### src/rtl/core/tmwm_pkg.sv
// shared constants and types for the tilt median wheel mixer
package tmwm_pkg;

    localparam int WINDOW_SIZE = 5;
    localparam int CNT_W       = $clog2(WINDOW_SIZE);
    localparam int RANK_W      = $clog2(WINDOW_SIZE);
    localparam int MID_RANK    = WINDOW_SIZE / 2;
    localparam int LAST_SAMPLE = WINDOW_SIZE - 1;

    localparam int ANGLE_W = 8;
    localparam int MAP_W   = 8;
    localparam int SPEED_W = 10;
    localparam int DZ_W    = 9;

    localparam int ANGLE_MAX       = 90;
    localparam int MIX_MAX         = 127;
    localparam int SPEED_MAX       = 399;
    localparam int DEAD_ZONE_RESET = 20;

    // (a+90)*127/90 as a multiply by 127*ceil(2^22/90) and a shift by 22
    localparam int MAP_SHIFT = 22;
    localparam int MAP_RECIP = 127 * 46604;

    // 18*m/127 as a multiply by 18*ceil(2^20/127) and a shift by 20
    localparam int FRAC_SHIFT = 20;
    localparam int FRAC_RECIP = 18 * 8257;

    typedef logic signed [ANGLE_W-1:0] angle_t;
    typedef logic signed [MAP_W-1:0]   map_t;
    typedef logic signed [SPEED_W-1:0] speed_t;
    typedef logic [WINDOW_SIZE-1:0][ANGLE_W-1:0] win_t;

    typedef struct packed {
        logic ld1;
        logic ld2;
        logic ld3;
        logic ld4;
    } tmwm_stage_ctl_t;

endpackage

### src/rtl/core/tmwm_lane.sv
// one axis lane: median of the group, then linear map to +-127
module tmwm_lane
    import tmwm_pkg::*;
(
    input  logic            clk,
    input  win_t            samples,
    input  tmwm_stage_ctl_t ctl,
    output map_t            mapped
);

    logic [RANK_W-1:0] rank [WINDOW_SIZE];
    angle_t            med;
    angle_t            med_reg;
    logic [30:0]       prod_reg;
    logic [30:0]       prod_next;
    logic [ANGLE_W:0]  offset;
    logic [9:0]        mapped_wide;

    // rank of each element, ties broken by position; the middle rank is the median
    always_comb
    begin
        med = '0;
        for (int i = 0; i < WINDOW_SIZE; i++)
        begin
            rank[i] = '0;
            for (int j = 0; j < WINDOW_SIZE; j++)
            begin
                if (j != i)
                begin
                    if (($signed(samples[j]) < $signed(samples[i])) ||
                        ((samples[j] == samples[i]) && (j < i)))
                    begin
                        rank[i] = rank[i] + RANK_W'(1);
                    end
                end
            end
            if (rank[i] == RANK_W'(MID_RANK))
            begin
                med = samples[i];
            end
        end
    end

    assign offset    = 9'({med_reg[ANGLE_W-1], med_reg}) + 9'(ANGLE_MAX);
    assign prod_next = 31'(offset[ANGLE_W-1:0]) * 31'(MAP_RECIP);

    always_ff @(posedge clk)
    begin
        if (ctl.ld1)
        begin
            med_reg <= med;
        end
        if (ctl.ld2)
        begin
            prod_reg <= prod_next;
        end
    end

    assign mapped_wide = {1'b0, prod_reg[30:MAP_SHIFT]} - 10'(MIX_MAX);
    assign mapped      = mapped_wide[MAP_W-1:0];

endmodule

### src/rtl/core/tmwm_mixer.sv
// merge stage: mixes the two axes into wheel speeds, rescales, dead zone and clamp
module tmwm_mixer
    import tmwm_pkg::*;
(
    input  logic            clk,
    input  map_t            pitch_map,
    input  map_t            roll_map,
    input  logic [DZ_W-1:0] dead_zone,
    input  tmwm_stage_ctl_t ctl,
    output speed_t          speed13,
    output speed_t          speed24
);

    typedef struct packed {
        logic        neg;
        logic [8:0]  mag;
        logic [26:0] frac_prod;
    } shape_t;

    function automatic shape_t shape_front(input logic signed [8:0] s);
        logic [9:0] t;
        logic [9:0] t_abs;
        shape_t     r;
        t           = 10'({s[8], s}) + 10'(MIX_MAX);
        r.neg       = t[9];
        t_abs       = t[9] ? (10'd0 - t) : t;
        r.mag       = t_abs[8:0];
        r.frac_prod = 27'(r.mag) * 27'(FRAC_RECIP);
        return r;
    endfunction

    function automatic speed_t shape_back(input shape_t f, input logic [DZ_W-1:0] dz);
        logic [10:0]        q;
        logic signed [11:0] v;
        logic [11:0]        v_abs;
        speed_t             r;
        // truncating division: magnitude quotient, sign applied afterwards
        q     = 11'({f.mag, 1'b0}) + 11'(f.mag) + 11'(f.frac_prod[26:FRAC_SHIFT]);
        v     = f.neg ? (12'sd0 - $signed({1'b0, q})) : $signed({1'b0, q});
        v     = v - 12'sd399;
        v_abs = v[11] ? 12'(-v) : 12'(v);
        priority if (v_abs < 12'(dz))
            r = '0;
        else if (v > 12'(SPEED_MAX))
            r = SPEED_W'(SPEED_MAX);
        else if (v < -12'(SPEED_MAX))
            r = SPEED_W'(-SPEED_MAX);
        else
            r = v[SPEED_W-1:0];
        return r;
    endfunction

    logic signed [8:0] s13;
    logic signed [8:0] s24;
    shape_t            f13_reg;
    shape_t            f24_reg;
    speed_t            speed13_reg;
    speed_t            speed24_reg;

    assign s13 = 9'(roll_map) - 9'(pitch_map);
    assign s24 = 9'sd0 - 9'(pitch_map) - 9'(roll_map);

    always_ff @(posedge clk)
    begin
        if (ctl.ld3)
        begin
            f13_reg <= shape_front(s13);
            f24_reg <= shape_front(s24);
        end
        if (ctl.ld4)
        begin
            speed13_reg <= shape_back(f13_reg, dead_zone);
            speed24_reg <= shape_back(f24_reg, dead_zone);
        end
    end

    assign speed13 = speed13_reg;
    assign speed24 = speed24_reg;

endmodule

### src/rtl/core/tilt_median_wheel_mixer.sv
// top level: sample window, pipeline control, two axis lanes and the wheel mixer
// throughput: one input word per cycle while in_ready is high; one output word per group of five inputs
// out_valid rises once the fifth word of a group is accepted and has passed the registers of the
// median stage, map multiply stage, mix multiply stage and output register, in that order
// in_ready drops only on the last word of a group while the pipeline is full and out_ready is low
// reset: rst_n asynchronous, clears the sample count and stage valids, dead_zone to 20
module tilt_median_wheel_mixer
    import tmwm_pkg::*;
(
    input  logic            clk,
    input  logic            rst_n,
    input  logic            cfg_valid,
    output logic            cfg_ready,
    input  logic [DZ_W-1:0] cfg_data,
    input  logic            in_valid,
    output logic            in_ready,
    input  angle_t          pitch_angle,
    input  angle_t          roll_angle,
    output logic            out_valid,
    input  logic            out_ready,
    output speed_t          wheel_one_speed,
    output speed_t          wheel_two_speed,
    output speed_t          wheel_three_speed,
    output speed_t          wheel_four_speed
);

    function automatic angle_t sat_angle(input angle_t a);
        angle_t r;
        priority if (a > ANGLE_W'(ANGLE_MAX))
            r = ANGLE_W'(ANGLE_MAX);
        else if (a < -ANGLE_W'(ANGLE_MAX))
            r = -ANGLE_W'(ANGLE_MAX);
        else
            r = a;
        return r;
    endfunction

    logic [CNT_W-1:0] cnt_reg;
    logic [CNT_W-1:0] cnt_next;
    logic [DZ_W-1:0]  dead_zone_reg;
    logic             v1_reg;
    logic             v2_reg;
    logic             v3_reg;
    logic             out_valid_reg;
    logic             rdy1;
    logic             rdy2;
    logic             rdy3;
    logic             rdy4;
    logic             last_sample;
    logic             in_accept;
    logic             fire;
    angle_t           pitch_sat;
    angle_t           roll_sat;
    angle_t           pitch_win_reg [WINDOW_SIZE-1];
    angle_t           roll_win_reg [WINDOW_SIZE-1];
    win_t             pitch_samples;
    win_t             roll_samples;
    tmwm_stage_ctl_t  ctl;
    map_t             pitch_map;
    map_t             roll_map;
    speed_t           speed13;
    speed_t           speed24;

    assign pitch_sat = sat_angle(pitch_angle);
    assign roll_sat  = sat_angle(roll_angle);

    // a stage loads when it is empty or its word moves on
    assign rdy4 = !out_valid_reg || out_ready;
    assign rdy3 = !v3_reg || rdy4;
    assign rdy2 = !v2_reg || rdy3;
    assign rdy1 = !v1_reg || rdy2;

    assign last_sample = (cnt_reg == CNT_W'(LAST_SAMPLE));
    assign in_ready    = !last_sample || rdy1;
    assign in_accept   = in_valid && in_ready;
    assign fire        = in_accept && last_sample;
    assign cnt_next    = last_sample ? '0 : cnt_reg + CNT_W'(1);
    assign cfg_ready   = 1'b1;

    assign ctl.ld1 = rdy1;
    assign ctl.ld2 = rdy2;
    assign ctl.ld3 = rdy3;
    assign ctl.ld4 = rdy4;

    // newest word at the bottom of the group, the rest from the shift line
    always_comb
    begin
        pitch_samples[0] = pitch_sat;
        roll_samples[0]  = roll_sat;
        for (int k = 1; k < WINDOW_SIZE; k++)
        begin
            pitch_samples[k] = pitch_win_reg[k-1];
            roll_samples[k]  = roll_win_reg[k-1];
        end
    end

    always_ff @(posedge clk)
    begin
        if (in_accept)
        begin
            pitch_win_reg[0] <= pitch_sat;
            roll_win_reg[0]  <= roll_sat;
            for (int k = 1; k < WINDOW_SIZE - 1; k++)
            begin
                pitch_win_reg[k] <= pitch_win_reg[k-1];
                roll_win_reg[k]  <= roll_win_reg[k-1];
            end
        end
    end

    always_ff @(posedge clk or negedge rst_n)
    begin
        if (!rst_n)
        begin
            cnt_reg       <= '0;
            dead_zone_reg <= DZ_W'(DEAD_ZONE_RESET);
            v1_reg        <= 1'b0;
            v2_reg        <= 1'b0;
            v3_reg        <= 1'b0;
            out_valid_reg <= 1'b0;
        end
        else
        begin
            if (in_accept)
            begin
                cnt_reg <= cnt_next;
            end
            if (cfg_valid && cfg_ready)
            begin
                dead_zone_reg <= cfg_data;
            end
            if (rdy1)
            begin
                v1_reg <= fire;
            end
            if (rdy2)
            begin
                v2_reg <= v1_reg;
            end
            if (rdy3)
            begin
                v3_reg <= v2_reg;
            end
            if (rdy4)
            begin
                out_valid_reg <= v3_reg;
            end
        end
    end

    tmwm_lane u_pitch_lane (
        .clk     (clk),
        .samples (pitch_samples),
        .ctl     (ctl),
        .mapped  (pitch_map)
    );

    tmwm_lane u_roll_lane (
        .clk     (clk),
        .samples (roll_samples),
        .ctl     (ctl),
        .mapped  (roll_map)
    );

    tmwm_mixer u_mixer (
        .clk       (clk),
        .pitch_map (pitch_map),
        .roll_map  (roll_map),
        .dead_zone (dead_zone_reg),
        .ctl       (ctl),
        .speed13   (speed13),
        .speed24   (speed24)
    );

    assign out_valid         = out_valid_reg;
    assign wheel_one_speed   = speed13;
    assign wheel_two_speed   = speed24;
    assign wheel_three_speed = speed13;
    assign wheel_four_speed  = speed24;

    a_cnt_range: assert property (@(posedge clk) disable iff (!rst_n)
        cnt_reg <= CNT_W'(LAST_SAMPLE))
        else $error("sample count past end of group");

    a_cnt_step: assert property (@(posedge clk) disable iff (!rst_n)
        (in_accept && !last_sample) |=> (cnt_reg == $past(cnt_reg) + CNT_W'(1)))
        else $error("sample count did not advance");

    a_stall_only_at_end: assert property (@(posedge clk) disable iff (!rst_n)
        !in_ready |-> (last_sample && v1_reg && v2_reg && v3_reg && out_valid_reg))
        else $error("input stalled with room in the pipeline");

    a_speed_range: assert property (@(posedge clk) disable iff (!rst_n)
        out_valid |-> ((speed13 <= SPEED_W'(SPEED_MAX)) && (speed13 >= -SPEED_W'(SPEED_MAX)) &&
                       (speed24 <= SPEED_W'(SPEED_MAX)) && (speed24 >= -SPEED_W'(SPEED_MAX))))
        else $error("wheel speed out of range");

endmodule
### config.mk
export PLATFORM = sky130hd
export DESIGN_NAME = tilt_median_wheel_mixer
export DESIGN_NICKNAME = d
export VERILOG_FILES = /design/src/rtl/core/tmwm_pkg.sv /design/src/rtl/core/tmwm_lane.sv /design/src/rtl/core/tmwm_mixer.sv /design/src/rtl/core/tilt_median_wheel_mixer.sv
export SDC_FILE = /design/constraint.sdc
export NUM_CORES = 1
export LEC_CHECK = 0
export BUFFER_PORTS_ARGS = -buffer_cell sky130_fd_sc_hd__buf_2
export CAP_MARGIN = 20
export CORE_MARGIN = 1.5
export CORE_UTILIZATION = 55
export DETAILED_ROUTE_END_ITERATION = 8
export PLACE_DENSITY = 0.74
export SKIP_CTS_REPAIR_TIMING = 1
export SYNTH_ARGS = -nofsm -noshare
export SYNTH_HDL_FRONTEND = slang
export SYNTH_SLANG_ARGS = --single-unit
export TNS_END_PERCENT = 20
### constraint.sdc
create_clock -name clk -period 6.6 [get_ports clk]
set_input_delay 1.32 -clock clk [delete_from_list [all_inputs] [get_ports clk]]
set_output_delay 1.32 -clock clk [all_outputs]
set_load 0.03 [all_outputs]
* After elaboration in Yosys (flattened, before gate mapping)
Memory sizes are Yosys's and may differ from the RTL's.
Index checks and enable logic that the tools add are counted.
** Storage, ports and cells
- Bits in registers :: 180
- RAM bits :: 64
- Input port bits :: 30
- Logic and storage cells :: 260
- Memories :: 2
** Operators by class
- Add/subtract/negate cells :: 52
- Multiply operators :: 4
- $lt $le $gt $ge :: 50
- Equal/unequal tests :: 31
- Muxes and demuxes :: 67
- Reductions and logical operators :: 34
** Memories
- pitch_win_reg :: words 4, width 8, read ports 4, clocked after Yosys merged registers in 0, write ports 4, RTL line tilt_median_wheel_mixer.sv:54 : angle_t pitch_win_reg [WINDOW_SIZE-1];
- roll_win_reg :: words 4, width 8, read ports 4, clocked after Yosys merged registers in 0, write ports 4, RTL line tilt_median_wheel_mixer.sv:55 : angle_t roll_win_reg [WINDOW_SIZE-1];
** Operator list (count)
- 8-bit < comparator :: 40
- 8-bit == test :: 20
- 8-bit two-way mux :: 14
- 3-bit two-way mux :: 31
- 3-bit by 1-bit adder with 3-bit output (second input constant) :: 25
- 8-bit by 21-bit multiplier with 28-bit output (second input constant) :: 2
- 9-bit by 17-bit multiplier with 26-bit output (second input constant) :: 2
- 12-bit two-way mux :: 4
- 9-bit two-way mux :: 4
- 3-bit by 2-bit == test with 1-bit output (second input constant) :: 10
- 1-bit logical OR :: 25
- 12-bit by 10-bit > comparator with 1-bit output (second input constant) :: 2
- 12-bit by 10-bit < comparator with 1-bit output (second input constant) :: 2
- 12-bit by 9-bit < comparator with 1-bit output :: 2
- 12-bit negation :: 2
- 1-bit by 11-bit subtractor with 12-bit output (first input constant) :: 2
- 12-bit by 10-bit subtractor with 12-bit output (second input constant) :: 2
- 10-bit by 9-bit adder with 11-bit output :: 2
- 11-bit by 7-bit adder with 11-bit output :: 2
- 9-bit by 8-bit adder with 10-bit output (second input constant) :: 2
- 10-bit two-way mux :: 2
- 1-bit by 9-bit subtractor with 9-bit output (first input constant) :: 2
- 8-bit adder (second input constant) :: 2
- 8-bit > comparator (second input constant) :: 2
- other kinds (11) :: 35

* Logic depth before layout (Yosys ltp)
- Word-level depth :: 17
- Mapped depth :: 33
- Gate-level depth less buffers :: 33

* Hierarchy
A second synthesis with hierarchy kept.
** Second synthesis, totals
- Cell total of the unflattened synthesis :: 2491
- Area, all modules :: 23603.9 µm²
** Modules (own cells, without submodules)
- tmwm_mixer :: instances 1, cells an instance 968, area each 8738.4 µm²
- tmwm_lane (u_roll_lane) :: instances 1, cells an instance 672, area each 5923.2 µm²
- tmwm_lane (u_pitch_lane) :: instances 1, cells an instance 661, area each 5885.6 µm²
- tilt_median_wheel_mixer :: instances 1, cells an instance 190, area each 3056.7 µm²

* Worst setup path after synthesis
No wires, ideal clock.
- Kind :: register -> register
- From :: reg u_pitch_lane.prod_reg[22]
- To :: reg u_mixer.f24_reg[24] (netlist bit) (data pin)
- Library setup time :: 262 ps
- Arrival time :: 6528 ps
- Required time :: 6338 ps
- Path slack :: -190 ps
- Stages on the path, launching flop included :: 29
- Path through :: edfxtp_1 ha_1 xnor2_1 ha_1 inv_1 ha_1 a21o_1 a21oi_1 o21ai_0 a211o_1 a21o_1 and2_1 clkbuf_1 a31oi_1 mux2i_1 ha_1 fa_1 ha_1 ha_1 a211oi_1 nand2_1 a221o_1 a221o_1 a21oi_1 a21oi_1 o21ai_0 a21boi_0 a211oi_1 nor2_1
** Between the ends
- Word-level cells in the longest chain between the ends :: 7
** RTL lines
- from (decl) :: RTL line tmwm_lane.sv:14 : logic [30:0] prod_reg;
- from (signal assigned) :: RTL line tmwm_lane.sv:55 : prod_reg <= prod_next;
- 8-bit by 7-bit subtractor with 8-bit output * :: RTL line tmwm_lane.sv:59 : assign mapped_wide = {1'b0, prod_reg[30:MAP_SHIFT]} - 10'(MIX_MAX);
- 1-bit by 8-bit subtractor with 9-bit output * :: RTL line tmwm_mixer.sv:61 : assign s24 = 9'sd0 - 9'(pitch_map) - 9'(roll_map);
- 9-bit by 8-bit subtractor with 9-bit output * :: RTL line tmwm_mixer.sv:61
- 9-bit by 8-bit adder with 10-bit output * :: RTL line tmwm_mixer.sv:24 : t = 10'({s[8], s}) + 10'(MIX_MAX);
- 1-bit by 9-bit subtractor with 9-bit output :: RTL line tmwm_mixer.sv:26 : t_abs = t[9] ? (10'd0 - t) : t;
- 9-bit two-way mux * :: RTL line tmwm_mixer.sv:26
- 9-bit by 17-bit multiplier with 26-bit output * :: RTL line tmwm_mixer.sv:28 : r.frac_prod = 27'(r.mag) * 27'(FRAC_RECIP);
- to (signal assigned) :: RTL line tmwm_mixer.sv:68 : f24_reg <= shape_front(s24);
- to (decl) :: RTL line tmwm_mixer.sv:56 : shape_t f24_reg;
Every way passes the cells marked *; elsewhere a longest branch is shown, timed or not.
A chain may end at the register's enable or synchronous reset.

* Worst setup path in the final report
- From :: reg u_pitch_lane.prod_reg[23]
- To :: reg u_mixer.f13_reg[25] (netlist bit) (data pin)
** Between the ends
- Word-level cells in the longest chain between the ends :: 6
** RTL lines
- 8-bit by 7-bit subtractor with 8-bit output * :: RTL line tmwm_lane.sv:59
- 8-bit by 8-bit subtractor with 9-bit output * :: RTL line tmwm_mixer.sv:60 : assign s13 = 9'(roll_map) - 9'(pitch_map);
- 9-bit by 8-bit adder with 10-bit output * :: RTL line tmwm_mixer.sv:24
- 1-bit by 9-bit subtractor with 9-bit output :: RTL line tmwm_mixer.sv:26
- 9-bit two-way mux * :: RTL line tmwm_mixer.sv:26
- 9-bit by 17-bit multiplier with 26-bit output * :: RTL line tmwm_mixer.sv:28
- to (signal assigned) :: RTL line tmwm_mixer.sv:67 : f13_reg <= shape_front(s13);
- to (decl) :: RTL line tmwm_mixer.sv:55 : shape_t f13_reg;
Marked as above.

==> summary.txt <==
Yosys
  – Yosys reg bits: 165
  – Asr flop ratio synth: ~9.7%
  – Synth cell types: 96
  – Synth Cell Area: 23300 sq um
  – Yosys warns: 0
  – Synthesized net count: 3102
  – Ys flop type: edfxtp_1
  – Synth area leader: ha_1
  – Post-Syn Instances: ~2400
  – Post-synth EDFFs: 149
  – Synth area leaders: ha_1 (27%), edfxtp_1 (19%), fa_1 (10%)
  – Syn avg cell area: 9.53 sq um
  – Yosys top cell area share: 27.5%
  – Register area share after synthesis: a little over a fifth

CTS
  – Inserted Clock Buffers: 17
  – CTS tree: yes
  – CTS root buf: clkbuf_16
  – CTS clock-pin slew for the worst setup and hold paths: approximately 0.080 ns
  – H-tree Lvls: 4
  – Clock Tree Buf Depth: 2
  – # clock sinks: 165
  – Worst-skew pair later-pin latency: 0.47 ns

Finish
  – Most common cell after layout, fill and taps aside: ha_1
  – Synthesis-to-finish area growth: 16.0%
  – Final #Nets: 3319
  – Fill count: 3217
  – Storage cell area: about 4900 sq um
  – # diodes: 0
  – Most frequent cells in the layout: ha_1 (482), inv_1 (340), buf_4 (156), edfxtp_1 (149), nor2_1 (140)
  – Multi-input logic area: 17900 sq um
  – Design area: around 27000 sq um
  – Layout cells sized above 1: a little under a fifth

Global route
  – Global-route wire length before repair: 87500 microns
  – GR Overflow Total: 0
  – Vias in the first global route: 19100
  – Overall routing resource usage: 24.4%
  – Largest net degree at the start of global routing: 65
  – Initial antenna violation count: 1

STA
  – Worst slew pin tran: between 0.8 and 0.9 ns
  – Highest clock rate: 149 MHz
  – Tmin final: just under 7 ns
  – # setup viols final: 6
  – Skew final: about 0.015 ns
  – Setup WS post-layout: -0.133 ns
  – Rel. slew slack: 42.9%
  – RSZ-0062 raised after global routing: true
  – WHS: 0.471 ns
  – Crit share post-route: 102%
  – Max-slew violations: 0
  – Final hold violations: 0

Critical path
  – Worst R2R Path Depth: 28
  – Slowest-stage cell, CP: edfxtp_1
  – Worst Setup Start Kind: register
  – Reg2reg start: u_pitch_lane.prod_reg[23]
  – CP Capture Type: register
  – Critical path peak fanout: 4
  – Slowest stage delay, CP: roughly 0.44 ns
  – Most used cell, CP: ha_1
  – R2R Setup Slk: -0.13 ns
  – R2R Path End: u_mixer.f13_reg[25]
  – WS Path Type: reg -> reg
  – Critical Path AT: 6.95 ns
  – WP data required: 6.82 ns

Drt
  – Routed len/inst: 17.5 microns
  – Routed wire length: 56300 microns
  – Antenna-violating nets left: 0
  – DRC: 0
  – TritonRoute pass-1 iters: 6
  – Via density: 5.87
  – Vias: about 19000
  – Initial drt markers: 1032

Floorplan
  – Die ar.: 43600 sq um
  – Rows: between 70 and 80
  – Core Region: 41900 sq um
  – IO Count: 73
  – Die height: 209 microns
  – Initial Utilization: 55.7%
  – Die Width: 209 microns

Hold path
  – Hold Startpoint: v1_reg
  – Hold Path Sink: v2_reg
  – Worst hold stages: 1
  – HP Class: reg -> reg

Job
  – Maxcap violations: 0

Run status
  – Outcome: finished with violations
  – Failing checks: setup timing

Placed design
  – Detailed placer's ending HPWL: 43300 microns
  – Port buffer count: 71
  – RD Place Congestion: 0.908
  – Placed cell area: approximately 25000 sq um
==> through the flow <==
step	setup slack [ns]	instances	utilization, %	TNS [ns]
3_3_place_gp	-0.220	3147	60.1	-2.10
3_5_place_dp	-0.391	3147	60.1	-7.38
5_1_grt	-0.497	3212	64.6	-4.94
2_1_floorplan	0.0161	2443	-	0
4_1_cts	-0.405	3179	61.4	-3.38
6_report	-0.133	3212	64.6	-0.283
==> worst max-delay path: cells and delay by family (launching register included) <==
kind / cells / cell delay, ns
adders and majority gates: 6 / 1.80
AOI/OAI and AO/OA: 8 / 1.60
and+or+nand+nor: 7 / 1.31
xor gates and xnor gates: 3 / 0.63
buffers and inverters: 3 / 0.47
DFF: 1 / 0.44
muxes: 1 / 0.21
==> Yosys cell counts, types with 5 or more instances <==
cell	n
o21bai_1	8
o21a_1	66
xnor2_1	92
nand2_1	96
o211ai_1	11
o21ai_0	113
edfxtp_1	149
a32oi_1	9
nor4_1	7
fa_1	118
or2_2	16
or3b_2	5
clkbuf_1	11
o22ai_1	19
ha_1	511
nand4_1	43
nand3_1	45
and3_1	16
nor2b_1	67
mux2i_1	29
or3_1	14
a21o_1	26
buf_4	21
o41ai_1	6
dfrtp_1	14
a31oi_1	20
o31ai_1	7
nor2_1	150
and2_1	15
a211oi_1	25
xor2_1	52
a21boi_0	13
a31o_2	9
nor4b_1	6
inv_1	352
nand2b_1	30
nand3b_1	11
nor3b_1	9
nor3_1	26
a221o_1	10
mux2_2	6
a221oi_1	7
a21oi_1	92
a211o_1	6
a22o_1	6
==> worst max path at each step <==
| stage | startpoint | cells after the start | endpoint |
|---|---|---|---|
| final | u_pitch_lane.prod_reg[23] | 28 | u_mixer.f13_reg[25] |
| after global routing | u_roll_lane.prod_reg[23] | 31 | u_mixer.f13_reg[25] |
| after CTS | u_pitch_lane.prod_reg[22] | 27 | u_mixer.f13_reg[25] |
| after detailed placement | pitch_angle[2] | 26 | u_pitch_lane.med_reg[1] |
| after global placement | pitch_angle[2] | 26 | u_pitch_lane.med_reg[1] |
| after floorplan | u_roll_lane.prod_reg[22] | 28 | u_mixer.f24_reg[24] |
==> logic make-up (layout without fill, tap and decap cells) <==
kind of cell    after synthesis  count (layout)  synth area share (%)
compound gates              497             497                  14.4
xor+xnor                    149             149                  5.82
fa+ha+maj                   629             629                  37.6
buf+inv                     389             619                  6.63
flops                       165             165                  20.9
mux                          35              35                  1.54
other cells                   1               1                0.0161
simple gates                578             578                  13.1
==> final cells by class <==
class	count	share of cell area, %
Multi-Input combinational cell	1889	66.4
Sequential cell	165	18.0
Timing Repair Buffer	235	6.03
Inverter	352	4.90
Tap cell	539	2.50
Clock buffer	17	1.57
Clock inverter	15	0.583
==> routing by layer <==
| layer | wire [microns] | part of all wire, % | GRT usage (%) | vias to the layer above |
|---|---|---|---|---|
| met2 | 29700 | 53 | 45.9 | 508 |
| met3 | 2010 | 3.6 | 3.11 | 163 |
| met5 | 13 | 0.023 | 0 | - |
| li1 | - | - | - | 9100 |
| met1 | 22500 | 40 | 27.8 | 9096 |
| met4 | 2070 | 3.7 | 9.72 | 2 |
Power is not shown: default switching activity piles up to over one toggle a cycle in this logic, so the estimate is an artifact.
